## src/hw/rtl/utu_pkg.sv

```systemverilog
// ----------------------------------------------------------------------------
// utu_pkg
// Shared types and constants for the UTF-8 to UCS transcoder.
// ----------------------------------------------------------------------------
`default_nettype none

package utu_pkg;

	// input commands (code 3 is ignored)
	typedef enum logic [1:0] {
		CMD_DATA    = 2'd0,
		CMD_END     = 2'd1,
		CMD_RESTART = 2'd2
	} cmd_t;

	// result status codes
	localparam logic [1:0] ST_OK      = 2'd0;
	localparam logic [1:0] ST_REPL    = 2'd1;
	localparam logic [1:0] ST_ILLEGAL = 2'd2;
	localparam logic [1:0] ST_TRUNC   = 2'd3;

	// output forms (bit 1 set selects UTF-32)
	localparam logic [1:0] FORM_UCS2  = 2'd0;
	localparam logic [1:0] FORM_UTF16 = 2'd1;

	// configuration register indexes
	localparam logic [1:0] REG_OUTPUT_FORM = 2'd0;
	localparam logic [1:0] REG_LSB_FIRST   = 2'd1;
	localparam logic [1:0] REG_WRITE_BOM   = 2'd2;

	// code point constants
	localparam logic [20:0] CP_MAX      = 21'h10FFFF;
	localparam logic [20:0] BMP_MAX     = 21'h00FFFF;
	localparam logic [20:0] SUPP_BASE   = 21'h010000;
	localparam logic [20:0] REPL_CP     = 21'h00FFFD;
	localparam logic [20:0] BOM_CP      = 21'h00FEFF;
	localparam logic [20:0] SURR_FIRST  = 21'h00D800;
	localparam logic [20:0] SURR_FINAL  = 21'h00DFFF;
	localparam logic [20:0] NONCH_FIRST = 21'h00FDD0;
	localparam logic [20:0] NONCH_FINAL = 21'h00FDEF;
	localparam logic [15:0] BOM_WORD    = 16'hFEFF;
	localparam logic [15:0] HI_SURR     = 16'hD800;
	localparam logic [15:0] LO_SURR     = 16'hDC00;

	typedef struct packed {
		logic [1:0] output_form;
		logic       lsb_first;
		logic       write_bom;
	} cfg_t;

	// one unit of work for the byte serializer
	typedef struct packed {
		logic        is_err;
		logic [1:0]  status;
		logic        bom;
		logic [20:0] value;
	} job_t;

endpackage

`default_nettype wire

```

## src/hw/rtl/utu_front.sv

```systemverilog
// ----------------------------------------------------------------------------
// utu_front
// Accepts input transactions, gathers UTF-8 sequences, validates code points
// and queues one job per result group.
// ----------------------------------------------------------------------------
`default_nettype none

module utu_front (
	input  wire logic          clk,
	input  wire logic          arst_n,
	input  wire utu_pkg::cfg_t cfg,
	input  wire logic          in_valid,
	output logic               in_ready,
	input  wire logic [1:0]    command,
	input  wire logic [7:0]    in_byte,
	input  wire logic          q_full,
	output logic               push,
	output utu_pkg::job_t      push_job
);

	logic [20:0] pv_q, pv_n;
	logic [1:0]  bp_q, bp_n;
	logic [7:0]  lead_q, lead_n;
	logic        es_q, es_n;
	logic        md_q, md_n;

	logic        accept;
	logic        push_c;
	logic        fin;
	logic [20:0] fin_val;
	logic [20:0] acc;
	logic [7:0]  lo_b, hi_b;
	logic        reject;
	logic        md_eff;
	logic        repl;

	assign in_ready = !q_full;
	assign accept   = in_valid && in_ready;
	assign acc      = {pv_q[14:0], in_byte[5:0]};

	// decode and classify
	always_comb begin
		pv_n     = pv_q;
		bp_n     = bp_q;
		lead_n   = lead_q;
		es_n     = es_q;
		md_n     = md_q;
		push_c   = 1'b0;
		push_job = '0;
		fin      = 1'b0;
		fin_val  = '0;
		lo_b     = 8'h80;
		hi_b     = 8'hBF;
		reject   = 1'b0;
		md_eff   = md_q;
		repl     = 1'b0;

		case (command)
			utu_pkg::CMD_END: begin
				if (bp_q != 2'd0) begin
					pv_n            = '0;
					bp_n            = '0;
					lead_n          = '0;
					es_n            = 1'b0;
					push_c          = 1'b1;
					push_job.is_err = 1'b1;
					push_job.status = utu_pkg::ST_TRUNC;
				end
			end
			utu_pkg::CMD_RESTART: begin
				pv_n   = '0;
				bp_n   = '0;
				lead_n = '0;
				es_n   = 1'b0;
				md_n   = !cfg.write_bom;
			end
			utu_pkg::CMD_DATA: begin
				if (bp_q == 2'd0) begin
					if (!in_byte[7]) begin
						fin     = 1'b1;
						fin_val = {13'd0, in_byte};
					end else if (in_byte >= 8'hC2 && in_byte <= 8'hDF) begin
						lead_n = in_byte;
						es_n   = 1'b1;
						pv_n   = {16'd0, in_byte[4:0]};
						bp_n   = 2'd1;
					end else if (in_byte[7:4] == 4'hE) begin
						lead_n = in_byte;
						es_n   = 1'b1;
						pv_n   = {17'd0, in_byte[3:0]};
						bp_n   = 2'd2;
					end else if (in_byte >= 8'hF0 && in_byte <= 8'hF4) begin
						lead_n = in_byte;
						es_n   = 1'b1;
						pv_n   = {18'd0, in_byte[2:0]};
						bp_n   = 2'd3;
					end else begin
						// illegal lead byte
						push_c          = 1'b1;
						push_job.is_err = 1'b1;
						push_job.status = utu_pkg::ST_ILLEGAL;
					end
				end else begin
					// second byte range depends on the lead byte
					if (es_q) begin
						case (lead_q)
							8'hE0:   lo_b = 8'hA0;
							8'hED:   hi_b = 8'h9F;
							8'hF0:   lo_b = 8'h90;
							8'hF4:   hi_b = 8'h8F;
							default: ;
						endcase
					end
					es_n = 1'b0;
					if (in_byte < lo_b || in_byte > hi_b) begin
						pv_n            = '0;
						bp_n            = '0;
						lead_n          = '0;
						push_c          = 1'b1;
						push_job.is_err = 1'b1;
						push_job.status = utu_pkg::ST_ILLEGAL;
					end else begin
						bp_n = bp_q - 2'd1;
						if (bp_q == 2'd1) begin
							fin     = 1'b1;
							fin_val = acc;
						end else begin
							pv_n = acc;
						end
					end
				end
			end
			default: ;
		endcase

		// completed code point
		if (fin) begin
			pv_n   = '0;
			bp_n   = '0;
			lead_n = '0;
			es_n   = 1'b0;
			reject = (fin_val[15:1] == 15'h7FFF) || (fin_val > utu_pkg::CP_MAX) ||
				(fin_val >= utu_pkg::SURR_FIRST && fin_val <= utu_pkg::SURR_FINAL) ||
				(fin_val >= utu_pkg::NONCH_FIRST && fin_val <= utu_pkg::NONCH_FINAL);
			push_c = 1'b1;
			if (reject) begin
				push_job.is_err = 1'b1;
				push_job.status = utu_pkg::ST_ILLEGAL;
			end else begin
				md_eff = md_q || (fin_val == utu_pkg::BOM_CP);
				repl   = (cfg.output_form == utu_pkg::FORM_UCS2) &&
					(fin_val > utu_pkg::BMP_MAX);
				push_job.status = repl ? utu_pkg::ST_REPL : utu_pkg::ST_OK;
				push_job.value  = repl ? utu_pkg::REPL_CP : fin_val;
				push_job.bom    = cfg.write_bom && !md_eff;
				md_n            = 1'b1;
			end
		end
	end

	assign push = accept && push_c;

	// sequence state
	always_ff @(posedge clk or negedge arst_n) begin
		if (!arst_n) begin
			pv_q   <= '0;
			bp_q   <= '0;
			lead_q <= '0;
			es_q   <= 1'b0;
			md_q   <= 1'b0;   // write_bom resets to one
		end else if (accept) begin
			pv_q   <= pv_n;
			bp_q   <= bp_n;
			lead_q <= lead_n;
			es_q   <= es_n;
			md_q   <= md_n;
		end
	end

`ifndef ASSERT_OFF
	a_idle_clean: assert property (@(posedge clk) disable iff (!arst_n)
		(bp_q == 2'd0) |-> (!es_q && pv_q == '0 && lead_q == '0))
		else $error("sequence state left over with nothing pending");
`endif

endmodule

`default_nettype wire

```

## src/hw/rtl/utu_fifo.sv

```systemverilog
// ----------------------------------------------------------------------------
// utu_fifo
// Short job queue between the decoder and the byte serializer.
// ----------------------------------------------------------------------------
`default_nettype none

module utu_fifo #(
	parameter int DEPTH = 4
) (
	input  wire logic          clk,
	input  wire logic          arst_n,
	input  wire logic          push,
	input  wire utu_pkg::job_t push_data,
	output logic               full,
	input  wire logic          pop,
	output logic               head_valid,
	output utu_pkg::job_t      head_data
);

	localparam int PW = (DEPTH > 1) ? $clog2(DEPTH) : 1;
	localparam int CW = $clog2(DEPTH + 1);

	utu_pkg::job_t mem_q [DEPTH];
	logic [PW-1:0] wr_q, rd_q;
	logic [CW-1:0] cnt_q;
	logic          do_pop;

	assign full       = (cnt_q == CW'(DEPTH));
	assign head_valid = (cnt_q != '0);
	assign head_data  = mem_q[rd_q];
	assign do_pop     = pop && head_valid;

	// storage
	always_ff @(posedge clk) begin
		if (push) begin
			mem_q[wr_q] <= push_data;
		end
	end

	// pointers and fill count
	always_ff @(posedge clk or negedge arst_n) begin
		if (!arst_n) begin
			wr_q  <= '0;
			rd_q  <= '0;
			cnt_q <= '0;
		end else begin
			if (push) begin
				wr_q <= (wr_q == PW'(DEPTH - 1)) ? '0 : wr_q + 1'b1;
			end
			if (do_pop) begin
				rd_q <= (rd_q == PW'(DEPTH - 1)) ? '0 : rd_q + 1'b1;
			end
			if (push && !do_pop) begin
				cnt_q <= cnt_q + 1'b1;
			end else if (!push && do_pop) begin
				cnt_q <= cnt_q - 1'b1;
			end
		end
	end

`ifndef ASSERT_OFF
	a_no_overflow: assert property (@(posedge clk) disable iff (!arst_n)
		push |-> !full)
		else $error("job pushed into a full queue");
	a_count_bound: assert property (@(posedge clk) disable iff (!arst_n)
		cnt_q <= CW'(DEPTH))
		else $error("queue count out of range");
`endif

endmodule

`default_nettype wire

```

## src/hw/rtl/utu_back.sv

```systemverilog
// ----------------------------------------------------------------------------
// utu_back
// Byte serializer: turns the job at the queue head into output bytes,
// byte order mark first, one transaction per cycle while out_ready holds.
// ----------------------------------------------------------------------------
`default_nettype none

module utu_back (
	input  wire logic          clk,
	input  wire logic          arst_n,
	input  wire utu_pkg::cfg_t cfg,
	input  wire logic          head_valid,
	input  wire utu_pkg::job_t head,
	output logic               pop,
	output logic               out_valid,
	input  wire logic          out_ready,
	output logic [7:0]         out_byte,
	output logic [1:0]         status,
	output logic               last
);

	logic        wide, pair, le;
	logic [19:0] d;
	logic [15:0] c0, c1, m0, m1;
	logic        nc2;
	logic [1:0]  nm;
	logic [1:0]  nw_m1;
	logic [2:0]  last_idx;
	logic [15:0] w [4];
	logic [15:0] word;
	logic [7:0]  byte_c;
	logic        is_last, fire;

	logic [2:0]  idx_q;
	logic        out_valid_q;
	logic [7:0]  out_byte_q;
	logic [1:0]  status_q;
	logic        last_q;

	assign wide = cfg.output_form[1];
	assign le   = cfg.lsb_first;
	assign pair = (cfg.output_form == utu_pkg::FORM_UTF16) && (head.value > utu_pkg::BMP_MAX);
	assign d    = 20'(head.value - utu_pkg::SUPP_BASE);

	// code point as 16-bit words in output order
	always_comb begin
		if (wide) begin
			c0  = le ? head.value[15:0] : {11'd0, head.value[20:16]};
			c1  = le ? {11'd0, head.value[20:16]} : head.value[15:0];
			nc2 = 1'b1;
		end else if (pair) begin
			c0  = utu_pkg::HI_SURR | {6'd0, d[19:10]};
			c1  = utu_pkg::LO_SURR | {6'd0, d[9:0]};
			nc2 = 1'b1;
		end else begin
			c0  = head.value[15:0];
			c1  = head.value[15:0];
			nc2 = 1'b0;
		end
	end

	// byte order mark words
	always_comb begin
		if (wide) begin
			m0 = le ? utu_pkg::BOM_WORD : 16'h0000;
			m1 = le ? 16'h0000 : utu_pkg::BOM_WORD;
		end else begin
			m0 = utu_pkg::BOM_WORD;
			m1 = utu_pkg::BOM_WORD;
		end
		nm = head.bom ? (wide ? 2'd2 : 2'd1) : 2'd0;
	end

	// word list and byte selection
	assign w[0]     = (nm == 2'd0) ? c0 : m0;
	assign w[1]     = (nm == 2'd0) ? c1 : ((nm == 2'd1) ? c0 : m1);
	assign w[2]     = (nm == 2'd1) ? c1 : c0;
	assign w[3]     = c1;
	assign nw_m1    = nm + {1'b0, nc2};
	assign last_idx = {nw_m1, 1'b1};
	assign word     = w[idx_q[2:1]];
	assign byte_c   = (idx_q[0] == le) ? word[15:8] : word[7:0];

	assign is_last = head.is_err || (idx_q == last_idx);
	assign fire    = head_valid && (!out_valid_q || out_ready);
	assign pop     = fire && is_last;

	// output register and byte counter
	always_ff @(posedge clk or negedge arst_n) begin
		if (!arst_n) begin
			out_valid_q <= 1'b0;
			idx_q       <= '0;
		end else if (fire) begin
			out_valid_q <= 1'b1;
			idx_q       <= is_last ? 3'd0 : idx_q + 3'd1;
		end else if (out_ready) begin
			out_valid_q <= 1'b0;
		end
	end

	always_ff @(posedge clk) begin
		if (fire) begin
			out_byte_q <= head.is_err ? 8'h00 : byte_c;
			status_q   <= head.status;
			last_q     <= is_last;
		end
	end

	assign out_valid = out_valid_q;
	assign out_byte  = out_byte_q;
	assign status    = status_q;
	assign last      = last_q;

`ifndef ASSERT_OFF
	a_err_shape: assert property (@(posedge clk) disable iff (!arst_n)
		(out_valid_q && (status_q == utu_pkg::ST_ILLEGAL || status_q == utu_pkg::ST_TRUNC))
		|-> (out_byte_q == 8'h00 && last_q))
		else $error("error transaction is not a single zero byte");
	a_job_held: assert property (@(posedge clk) disable iff (!arst_n)
		(idx_q != 3'd0) |-> head_valid)
		else $error("job left the queue before its last byte");
`endif

endmodule

`default_nettype wire

```

## src/hw/rtl/utf8_to_ucs_transcoder_top.sv

```systemverilog
// ----------------------------------------------------------------------------
// utf8_to_ucs_transcoder_top
// UTF-8 to UCS-2 / UTF-16 / UTF-32 transcoder with configuration registers.
// ----------------------------------------------------------------------------
// The input side takes one transaction per cycle whenever the job queue has
// room; decoding and validation finish in the cycle of acceptance. The output
// side emits one byte per cycle while out_ready holds: a decoded character
// takes 2 to 8 bytes (2 for a BMP character in 16-bit form, 4 for a
// surrogate pair or UTF-32, plus 2 or 4 for a byte order mark), and an error
// takes 1. The single byte serializer sets the sustained rate; QUEUE_DEPTH
// jobs absorb bursts. Every result of an input carries the same status, and
// last marks its final byte. No clearing pass after reset.
// ----------------------------------------------------------------------------
`default_nettype none

module utf8_to_ucs_transcoder_top #(
	parameter int QUEUE_DEPTH = 4
) (
	input  wire logic       clk,
	input  wire logic       arst_n,
	input  wire logic       cfg_we,
	input  wire logic [1:0] cfg_index,
	input  wire logic [1:0] cfg_data,
	input  wire logic       in_valid,
	output logic            in_ready,
	input  wire logic [1:0] command,
	input  wire logic [7:0] in_byte,
	output logic            out_valid,
	input  wire logic       out_ready,
	output logic [7:0]      out_byte,
	output logic [1:0]      status,
	output logic            last
);

	utu_pkg::cfg_t cfg_q;
	utu_pkg::job_t push_job, head_job;
	logic          push, q_full, pop, head_valid;

	// configuration registers
	always_ff @(posedge clk or negedge arst_n) begin
		if (!arst_n) begin
			cfg_q.output_form <= utu_pkg::FORM_UTF16;
			cfg_q.lsb_first   <= 1'b0;
			cfg_q.write_bom   <= 1'b1;
		end else if (cfg_we) begin
			case (cfg_index)
				utu_pkg::REG_OUTPUT_FORM: cfg_q.output_form <= cfg_data;
				utu_pkg::REG_LSB_FIRST:   cfg_q.lsb_first   <= cfg_data[0];
				utu_pkg::REG_WRITE_BOM:   cfg_q.write_bom   <= cfg_data[0];
				default: ;
			endcase
		end
	end

	utu_front u_front (
		.clk      (clk),
		.arst_n   (arst_n),
		.cfg      (cfg_q),
		.in_valid (in_valid),
		.in_ready (in_ready),
		.command  (command),
		.in_byte  (in_byte),
		.q_full   (q_full),
		.push     (push),
		.push_job (push_job)
	);

	utu_fifo #(
		.DEPTH (QUEUE_DEPTH)
	) u_fifo (
		.clk        (clk),
		.arst_n     (arst_n),
		.push       (push),
		.push_data  (push_job),
		.full       (q_full),
		.pop        (pop),
		.head_valid (head_valid),
		.head_data  (head_job)
	);

	utu_back u_back (
		.clk        (clk),
		.arst_n     (arst_n),
		.cfg        (cfg_q),
		.head_valid (head_valid),
		.head       (head_job),
		.pop        (pop),
		.out_valid  (out_valid),
		.out_ready  (out_ready),
		.out_byte   (out_byte),
		.status     (status),
		.last       (last)
	);

endmodule

`default_nettype wire
```

## config.mk

```make
export PLATFORM = sky130hd
export DESIGN_NAME = utf8_to_ucs_transcoder_top
export DESIGN_NICKNAME = d
export VERILOG_FILES = /design/src/hw/rtl/utu_pkg.sv /design/src/hw/rtl/utu_front.sv /design/src/hw/rtl/utu_fifo.sv /design/src/hw/rtl/utu_back.sv /design/src/hw/rtl/utf8_to_ucs_transcoder_top.sv
export SDC_FILE = /design/constraint.sdc
export NUM_CORES = 1
export LEC_CHECK = 0
export ABC_AREA = 1
export BUFFER_PORTS_ARGS = -buffer_cell sky130_fd_sc_hd__buf_2
export CAP_MARGIN = 0
export CORE_AREA = 5 5 150 152
export DETAILED_ROUTE_END_ITERATION = 10
export DIE_AREA = 0 0 155 157
export GPL_ROUTABILITY_DRIVEN = 0
export GPL_TIMING_DRIVEN = 0
export PLACE_DENSITY = 0.6
export REMOVE_ABC_BUFFERS = 1
export SLEW_MARGIN = 0
export SYNTH_ARGS = -nofsm -noshare
export SYNTH_HDL_FRONTEND = slang
export SYNTH_HIERARCHICAL = 1
export SYNTH_SLANG_ARGS = --single-unit
```

## constraint.sdc

```tcl
create_clock -name clk -period 5.8 [get_ports clk]
set_clock_uncertainty 0.05 [all_clocks]
set_input_delay 0.29 -clock clk [delete_from_list [all_inputs] [get_ports clk]]
set_output_delay 0.29 -clock clk [all_outputs]
set_load 0.01 [all_outputs]
```

==> results of run 1 <==
## where the power goes
part	total [mW]	leakage, nW	internal (mW)	switching [mW]
combinational	2.18	2.45	0.671	1.50
sequential	1.57	1.60	1.41	0.161
clock	1.08	0.268	0.635	0.441
total	4.82	4.32	2.71	2.11
## worst paths after layout
check                                       end  cells past startpoint
worst max register to register  u_fifo/cnt_q[1]                     21
worst min register to register  u_fifo/cnt_q[2]                      2
worst max-delay path            u_fifo/cnt_q[1]                     21
worst min-delay path            u_fifo/cnt_q[2]                      1
min in group clk                       cfg_q[2]                      3
max in group asynchronous        u_fifo/rd_q[0]                      1
## routing by layer
metal	track usage, %	wire length, um
met5	0	0
met4	5.803	487
met3	3.794	1086
met2	31.19	10690
met1	24.28	10040
## per-stage QoR
step                std cells  instance area [um2]  utilization (%)  hold WS, ns  power, mW
floorplan                1073                 9000                -     -0.05559      3.117
global placement         1379                 9499            45.47       0.4086      3.725
detailed placement       1380                 9530            45.62       0.4210      3.757
CTS                      1411                10100            48.37      0.04291      4.842
global route             1411                10100            48.37      0.05925      5.201
finish                   1411                10100            48.37      0.01751      4.819
## logic make-up (layout without fill, tap and decap cells)
| family | Yosys count | count (layout) | share of synthesized area (%) |
|---|---|---|---|
| AOI/OAI and AO/OA | 193 | 193 | 14.18 |
| xor gates and xnor gates | 5 | 5 | 0.4727 |
| adders and majority gates | 16 | 16 | 2.242 |
| buffers and inverters | 202 | 225 | 9.480 |
| DFF | 153 | 153 | 47.35 |
| muxes | 2 | 2 | 0.2296 |
| and+or+nand+nor | 542 | 542 | 26.05 |
## layout make-up
| cell class | instances | area share, % |
|---|---|---|
| flip-flops and latches | 153 | 43.45 |
| well taps | 275 | 3.405 |
| inverters | 162 | 6.067 |
| clock inverters | 13 | 1.436 |
| repair buffers | 32 | 1.808 |
| multi-input cells | 758 | 39.59 |
| clock buffers | 18 | 4.247 |
## state kept, by name, indices dropped and copies added, names as in the netlist
name	count
u_fifo/mem_q	100
u_front/pv_q	15
u_back/out_byte	8
u_front/lead_q	8
cfg_q	4
u_back/idx_q	3
u_fifo/cnt_q	3
u_back/status	2
u_fifo/rd_q	2
u_fifo/wr_q	2
u_front/bp_q	2
u_back/last	1
u_back/out_valid	1
u_front/es_q	1
u_front/md_q	1
## cell usage after synthesis, drive strengths merged, types with 2 or more instances
cell type    n  share of area, %
nand2      325                14
inv        159               6.5
edfxtp     111                36
nor2        96               4.7
nand3       71               4.2
o21ai       60               3.3
o211ai      55               5.1
a21oi       54               3.7
dfrtp       40                11
buf         29               2.4
nand4       28               2.0
ha          15               2.0
clkbuf      11              0.45
nor3        10              0.59
o22ai        8              0.68
nand3b       5              0.41
o31ai        5              0.41
o41ai        4              0.38
or2          4              0.27
clkinv       3              0.12
nor4         3              0.20
o21bai       3              0.24
xnor2        3              0.28
dfstp        2              0.57
xor2         2              0.19
## critical path, stage by stage (launching register included)
cell and delay, ns:
dfrtp_1 1.13, inv_4 0.37, o211ai_1 0.23, nand2_1 0.12, inv_1 0.19, ha_1 0.17, nand3_1 0.07, nor2_1 0.14
a21oi_2 0.10, nand2_4 0.21, nand2_1 0.12, ha_1 0.22, xnor2_1 0.18, xor2_1 0.16, nand2_1 0.09, a21oi_1 0.34
nand2_1 0.23, ha_1 0.25, inv_1 0.08, fa_1 0.42, nand2_1 0.08, nand2_1 0.04
==> run summary, run 1 <==
SYNTHESIS
--------------------------------------------------------------------------------
Most used flip-flop cell after synthesis                                edfxtp_1
Part of the Yosys area used for sequential elements                       47.35%
Fraction of registers with async set or reset after synthesis             27.45%
Syn Area/Cell                                                          8.324 um2
Cell area after synthesis                                               9265 um2
Cells after synthesis                                                       1113
Register bit count reported by yosys                                         153
Yosys warning total                                                            6
Number of enable flip-flop cells after synthesis                             111
Number of different library cells in the post-synthesis netlist               52

GLOBAL ROUTING
--------------------------------------------------------------------------------
Global router's overall resource usage                                    18.56%
Number of antenna violations at the first check in global routing              0
Wire length of the first global-routing pass                            35.66 mm
Vias in the first global route                                              6850
Maximum number of pins on one net before global-route repair                  77
Total overflow reported by the global router                                   0

ROUTING
--------------------------------------------------------------------------------
Post-detailed-route DRC marker count                                           0
Avg Vias per Cell                                                          5.259
Vias                                                                        7420
Drt total wl                                                            22.30 mm
Residual antenna-violating net count after detailed routing                    0
Mean routed wirelength per cell                                         15.80 um
Detailed-router iteration count before antenna repair                          5
First DRT Iteration DRCs                                                     480

CLOCKING
--------------------------------------------------------------------------------
Insertion delay to the later sink of the worst-skew pair                 0.42 ns
Clock sinks                                                                  153
CTS clock-pin slew for the worst setup and hold paths                    0.06 ns
TritonCTS clock tree                                                        done
CTS resizes                                                                    0
Buffer levels on the longest clock path                                        2
Number of buffers added to fix hold violations after cts                       0
Root Buffer                                                            clkbuf_16
Cts bufs inserted                                                             17
Postcts setup bufs                                                             0
Max H-tree Level                                                               4

SETUP PATH
--------------------------------------------------------------------------------
Class of the most critical setup path                               register to register
Reg2reg start                                                       u_fifo/rd_q[1]
Launching instance or port of the critical path                     u_fifo/rd_q[1]
Setup slack of the most critical reg-to-reg path                         0.67 ns
Kind of start point of the critical path                                register
Critical path data required time                                         6.06 ns
Critical path endpoint category                                         register
Worst Path Arrival                                                       5.39 ns
Crit path max fanout                                                          28

LAYOUT
--------------------------------------------------------------------------------
Most common cell after layout, fill and taps aside                       nand2_1
Growth of design area from synthesis to finish                            9.062%
Filler cell count in the final layout                                       2001
Area taken by multi-input logic gates                                   4000 um2
N_diodes                                                                       0
Fin nets                                                                    1159
Proportion of layout cells with a drive suffix above 1                    13.03%
Most frequent cells in the layout                                   nand2_1, inv_1, edfxtp_1
Combined flip-flop and latch cell area                                  4390 um2

STA
--------------------------------------------------------------------------------
Fmax achieved                                                          194.8 MHz
Worst relative slew slack                                                 8.368%
Unrepaired setup endpoints after global routing                            false
Final Setup Violations                                                         0
Slew @ Worst Pin                                                        1.365 ns
Final worst path period share                                             88.49%
Setup slack of the critical path after layout                          0.6678 ns
Hold violation count in the final report                                       0
Max-slew violations                                                            0
Final min period                                                        5.132 ns
Final sum of negative setup slack                                           0 ns

DIE
--------------------------------------------------------------------------------
Row Count                                                                     53
Starting density of the core                                              44.35%
Ports                                                                         32
Core Region                                                            20890 um2
Die Footprint                                                          24340 um2
X dimension of the die                                                    155 um
Die Height                                                                157 um

PWR
--------------------------------------------------------------------------------
Power per cell area                                                 476.9 nW/um2
Peak VDD IR                                                            0.2599 mV
Leakage power                                                           4.320 nW

PLACED DESIGN
--------------------------------------------------------------------------------
Pre-CTS WS                                                             0.5841 ns
Final HPWL DP                                                           15.73 mm
Port Buffers                                                                  31

WORST HOLD PATH
--------------------------------------------------------------------------------
Class of the tightest hold or removal check                         primary input to async pin

FLOW RUN
--------------------------------------------------------------------------------
Max-cap viol count                                                             0

RUN STATUS
--------------------------------------------------------------------------------
Run status                                                          complete, no violations

(Power assumes the default switching activity.)
==> run 2: changes to the inputs <==
Settings changed: CTS_BUF_LIST set to sky130_fd_sc_hd__clkbuf_4.
==> run 2 against run 1 <==
Cell area fell by 1.1%. Power fell by 8.6%. Worst hold slack improved by 0.033 ns. Core utilization fell by 0.53 points. Fmax fell by 0.74%. Sequential share of layout area rose by 0.48 points. Critical path type unchanged. First-iteration DRC count fell by 4.8%. Die area did not move. Sequential cell count did not move. Register-to-register slack got worse by 0.04 ns. Count of clock-buffer cells in the layout did not move. Wire length rose by 1.2%.
==> run summary, run 2 (same netlist as run 1, synthesis figures left out) <==
LAYOUT
--------------------------------------------------------------------------------
Area taken by multi-input logic gates                                   4000 um2
Regs by FF count                                                    u_fifo/mem_q: 100 flops, u_front/pv_q: 15 flops
Fin nets                                                                    1177
Proportion of layout cells with a drive suffix above 1                    12.91%
Flip-flop count of the largest register after layout                         100
Most frequent cells in the layout                                   nand2_1, inv_1, edfxtp_1
Filler cell count in the final layout                                       2024
Largest register by flop count                                      u_fifo/mem_q
Most common cell after layout, fill and taps aside                       nand2_1
Final Instance Area                                                     9993 um2
Combined flip-flop and latch cell area                                  4390 um2
Post-layout util                                                          47.84%
Growth of design area from synthesis to finish                            7.860%

CLOCKING
--------------------------------------------------------------------------------
Clock sinks                                                                  153
Cts bufs inserted                                                             17
TritonCTS clock tree                                                        done
CTS resizes                                                                    0
Buffer levels on the longest clock path                                        2
Root Buffer                                                             clkbuf_4
Max H-tree Level                                                               4
CTS clock-pin slew for the worst setup and hold paths                    0.13 ns
Insertion delay to the later sink of the worst-skew pair                 0.54 ns

SETUP PATH
--------------------------------------------------------------------------------
Class of the most critical setup path                               register to register
Critical path endpoint category                                         register
Setup slack of the most critical reg-to-reg path                         0.63 ns
Worst R2R End                                                       u_fifo/cnt_q[1]
Worst Path Arrival                                                       5.56 ns
Reg2reg start                                                       u_fifo/rd_q[1]
Crit path max fanout                                                          28
Critical path data required time                                         6.19 ns
R2r worst-path depth                                                          21
Kind of start point of the critical path                                register

PLACED DESIGN
--------------------------------------------------------------------------------
Pre-CTS WS                                                             0.5841 ns
Port Buffers                                                                  31
Final HPWL DP                                                           15.73 mm
Placed standard-cell area                                               9530 um2

WORST HOLD PATH
--------------------------------------------------------------------------------
Worst hold path stage count                                                    3
Hold worst-path end                                                 u_front/pv_q[5]
Class of the tightest hold or removal check                         primary input to register
Hold path startpoint                                                  in_byte[5]

STA
--------------------------------------------------------------------------------
Max-slew violations                                                            0
Slew @ Worst Pin                                                        1.344 ns
Fmax achieved                                                          193.4 MHz
Setup slack of the critical path after layout                          0.6294 ns
Final worst path period share                                             89.15%
Hold violation count in the final report                                       0
Final Setup Violations                                                         0
Worst relative slew slack                                                 9.739%
Final min period                                                        5.171 ns
Unrepaired setup endpoints after global routing                            false
Tightest hold margin                                                  0.05075 ns

ROUTING
--------------------------------------------------------------------------------
Residual antenna-violating net count after detailed routing                    0
Avg Vias per Cell                                                          5.238
First DRT Iteration DRCs                                                     457
Drt total wl                                                            22.57 mm
Vias                                                                        7491
Post-detailed-route DRC marker count                                           0
Detailed-router iteration count before antenna repair                          5
Mean routed wirelength per cell                                         15.78 um

RUN STATUS
--------------------------------------------------------------------------------
Run status                                                          complete, no violations

DIE
--------------------------------------------------------------------------------
Die Footprint                                                          24340 um2
Core Region                                                            20890 um2
Die Height                                                                157 um
Row Count                                                                     53
Starting density of the core                                              44.35%
Ports                                                                         32
X dimension of the die                                                    155 um

GLOBAL ROUTING
--------------------------------------------------------------------------------
Wire length of the first global-routing pass                            35.91 mm
Vias in the first global route                                              6907
Total overflow reported by the global router                                   0
Global router's overall resource usage                                    18.63%
Maximum number of pins on one net before global-route repair                  77
Number of antenna violations at the first check in global routing              1

PWR
--------------------------------------------------------------------------------
Leakage power                                                           4.261 nW
Peak VDD IR                                                            0.2475 mV
Pwr Total                                                               4.406 mW
Power per cell area                                                 440.9 nW/um2

FLOW RUN
--------------------------------------------------------------------------------
Max-cap viol count                                                             0

==> run 2: area by class of cell <==
| type | instances | share of cell area, % |
|---|---|---|
| clock buffer | 18 | 1.352 |
| antenna | 1 | 0.02504 |
| timing repair buffer | 50 | 3.631 |
| tap | 275 | 3.443 |
| multi-input combinational | 758 | 40.03 |
| clock inverter | 13 | 1.452 |
| inverter | 162 | 6.135 |
| sequential | 153 | 43.93 |
==> run 2: power breakdown <==
| group | internal [mW] | switching, mW | leakage [nW] |
|---|---|---|---|
| Sequential | 1.40 | 0.161 | 1.60 |
| Clock | 0.262 | 0.388 | 0.141 |
| Combinational | 0.682 | 1.51 | 2.52 |
==> run 2: per-stage QoR <==
stage                     TNS [ns]  cells
after floorplan                  0   1073
after global placement      -1.115   1379
after detailed placement         0   1380
after CTS                        0   1429
after global routing             0   1430
final                            0   1430
==> run 2: repair_timing <==
| item | CTS | global route |
|---|---|---|
| hold endpoints to repair | 50 | 0 |
| hold buffers | 18 | 0 |
| buffers inserted | 0 | 0 |
==> run 2: worst max-delay path by stage <==
stage | from | to | depth (start not counted)
floorplan | u_fifo/rd_q[0] | u_fifo/cnt_q[1] | 21
global placement | u_fifo/rd_q[0] | u_fifo/cnt_q[1] | 15
detailed placement | u_fifo/rd_q[1] | u_fifo/cnt_q[1] | 21
CTS | u_fifo/rd_q[1] | u_fifo/cnt_q[1] | 21
global route | u_fifo/rd_q[1] | u_fifo/cnt_q[1] | 21
finish | u_fifo/rd_q[1] | u_fifo/cnt_q[1] | 21
==> run 2: critical path, stage by stage (launching register included) <==
cell,delay (ns)
dfrtp_1,1.14
inv_4,0.37
o211ai_1,0.22
nand2_1,0.12
inv_1,0.19
ha_1,0.18
nand3_1,0.07
nor2_1,0.15
a21oi_2,0.10
nand2_4,0.21
nand2_1,0.12
ha_1,0.22
xnor2_1,0.18
xor2_1,0.16
nand2_1,0.09
a21oi_1,0.36
nand2_1,0.23
ha_1,0.25
inv_1,0.08
fa_1,0.42
nand2_1,0.08
nand2_1,0.04
==> run 2: layer usage <==
metal  share of wire [%]  wire, um  up-vias  track usage, %
li1                    -         -     3783               -
met1                  45     10160     3466           24.38
met2                  48     10900      203           31.56
met3                 4.6      1031       39           3.299
met4                 2.2       486        0           6.056
met5                   0         0        -               0
==> run 3: changes to the inputs <==
Settings changed: CORE_AREA 5 5 150 152 to 5 5 131 133, DIE_AREA 0 0 155 157 to 0 0 136 138, PLACE_DENSITY 0.6 to 0.76.
==> run 3 against run 2 <==
Setup slack lost 0.027 ns. Cell count shrank 3.9%. Via count grew 3.3%. Core utilization grew 16 points. Die area shrank 23%.
==> run summary, run 3 (same netlist as run 1, synthesis figures left out) <==
LAYOUT
-----------------------------------------------------------------------------------
Growth of design area from synthesis to finish                               7.698%
Fin nets                                                                       1179
Most common cell after layout, fill and taps aside                          nand2_1
Filler cell count in the final layout                                          1316
Flip-flop count of the largest register after layout                            100
Post-layout util                                                             63.51%
Largest register by flop count                                         u_fifo/mem_q
Proportion of layout cells with a drive suffix above 1                       13.05%
Regs by FF count                                                       u_fifo/mem_q: 100 flops, u_front/pv_q: 15 flops
Most frequent cells in the layout                                      nand2_1, inv_1, edfxtp_1
Final Instance Area                                                        9978 um2
Count of placed standard cells in the final layout, fillers left out           1374

ROUTING
-----------------------------------------------------------------------------------
Vias                                                                           7741
Drt total wl                                                               21.78 mm
Avg Vias per Cell                                                             5.634
First DRT Iteration DRCs                                                        764
Residual antenna-violating net count after detailed routing                       0
Mean routed wirelength per cell                                            15.85 um
Post-detailed-route DRC marker count                                              0
Detailed-router iteration count before antenna repair                             6

PLACED DESIGN
-----------------------------------------------------------------------------------
Port Buffers                                                                     31
Final HPWL DP                                                              15.07 mm
Placed standard-cell area                                                  9449 um2
Pre-CTS WS                                                                0.6194 ns
Number of instances in the placed design                                       1321

SETUP PATH
-----------------------------------------------------------------------------------
Critical path data required time                                            6.21 ns
Crit-path most repeated cell                                                nand2_1
Worst Path Arrival                                                          5.60 ns
CP max-delay cell                                                           dfrtp_1
Crit path max fanout                                                             28
Delay of the slowest cell on the worst path                                 1.16 ns
Kind of start point of the critical path                                   register
Class of the most critical setup path                                  register to register
Series of cell instances along the critical path                       inv_4, o211ai_1, nand2_1, inv_1, ha_1, nand3_1, nor2_1, a21oi_2, nand2_4, nand2_1, ha_1, xnor2_1, xor2_1, nand2_1, a21oi_1, nand2_1, ha_1, inv_1, fa_1, nand2_1, nand2_1
Critical path endpoint category                                            register

PWR
-----------------------------------------------------------------------------------
Pwr Total                                                                  4.477 mW
Peak VDD IR                                                               0.2549 mV
Power per cell area                                                    448.7 nW/um2
Leakage power                                                              4.292 nW

WORST HOLD PATH
-----------------------------------------------------------------------------------
Class of the tightest hold or removal check                            primary input to register

GLOBAL ROUTING
-----------------------------------------------------------------------------------
Vias in the first global route                                                 7281
Wire length of the first global-routing pass                               35.89 mm
Global router's overall resource usage                                       23.85%
Number of antenna violations at the first check in global routing                 1
Total overflow reported by the global router                                      0
Maximum number of pins on one net before global-route repair                     53

CLOCKING
-----------------------------------------------------------------------------------
Max H-tree Level                                                                  4
CTS resizes                                                                       0
Clock sinks                                                                     153
Number of buffers added to fix hold violations after cts                         20
CTS clock-pin slew for the worst setup and hold paths                       0.13 ns
Root Buffer                                                                clkbuf_4
Buffer levels on the longest clock path                                           2
TritonCTS clock tree                                                           done
Postcts setup bufs                                                                0
Insertion delay to the later sink of the worst-skew pair                    0.55 ns
Cts bufs inserted                                                                17

STA
-----------------------------------------------------------------------------------
Slew @ Worst Pin                                                           1.399 ns
Unrepaired setup endpoints after global routing                               false
Max-slew violations                                                               0
Final worst path period share                                                89.61%
Final sum of negative setup slack                                              0 ns
Hold violation count in the final report                                          0
Final Setup Violations                                                            0
Tightest hold margin                                                     0.05002 ns
Worst relative slew slack                                                    6.047%
Final min period                                                           5.198 ns
Fmax achieved                                                             192.4 MHz
Setup slack of the critical path after layout                             0.6025 ns

FLOW RUN
-----------------------------------------------------------------------------------
Max-cap viol count                                                                0

RUN STATUS
-----------------------------------------------------------------------------------
Run status                                                             complete, no violations

DIE
-----------------------------------------------------------------------------------
Starting density of the core                                                 58.97%
Ports                                                                            32
Die Footprint                                                             18770 um2
Die Height                                                                   138 um
X dimension of the die                                                       136 um
Core Region                                                               15710 um2
Row Count                                                                        46

run 3: cell count changes in the layout (fill, tap and decap cells not counted):
cell / delta
clkinv_4: -2
bufinv_16: +2
buf_12: +1
clkbuf_4: -1
clkinv_1: -1
dlygate4sd3_1: +2
clkinv_2: +3
buf_16: -1
run 3: worst paths after layout:
| path | startpoint | to | slack, ns | cells past startpoint |
|---|---|---|---|---|
| setup / recovery | u_fifo/rd_q[1] | u_fifo/cnt_q[1] | 0.60 | 21 |
| hold / removal | in_valid | u_front/md_q | 0.05 | 4 |
| setup reg to reg | u_fifo/rd_q[1] | u_fifo/cnt_q[1] | 0.60 | 21 |
| hold reg to reg | u_fifo/cnt_q[2] | u_fifo/cnt_q[2] | 0.46 | 2 |
| max in group asynchronous | arst_n | u_fifo/rd_q[0] | 4.55 | 2 |
| min in group asynchronous | arst_n | u_front/lead_q[6] | 0.40 | 2 |
run 3: final cells by class:
type / instances / area, um2 / share of cell area, %
sequential: 153 / 4390 / 44.00
multi-input combinational: 758 / 4000 / 40.09
inverter: 162 / 613.1 / 6.144
timing repair buffer: 52 / 375.4 / 3.762
tap: 216 / 270.3 / 2.708
clock inverter: 15 / 198.9 / 1.994
clock buffer: 17 / 127.6 / 1.279
antenna: 1 / 2.502 / 0.02508
run 3: where the power goes:
part	total (mW)	switching, mW	internal [mW]
sequential	1.59	0.184	1.40
combinational	2.16	1.48	0.677
clock	0.731	0.387	0.344
run 3: critical path, delay by kind of cell, from the launching register on:
kind | cells | cell delay [ns]
adders and majority gates | 4 | 1.07
AOI/OAI and AO/OA | 3 | 0.71
and+or+nand+nor | 9 | 1.11
xor gates and xnor gates | 2 | 0.34
DFF | 1 | 1.16
buffers and inverters | 3 | 0.65
run 3: metal layers:
metal / track usage, % / vias up / share of wire, %
li1: - / 3796 / -
met1: 31.13 / 3514 / 42
met2: 38.41 / 367 / 48
met3: 4.935 / 64 / 7.2
met4: 10.45 / 0 / 3.1
met5: 0 / - / 0
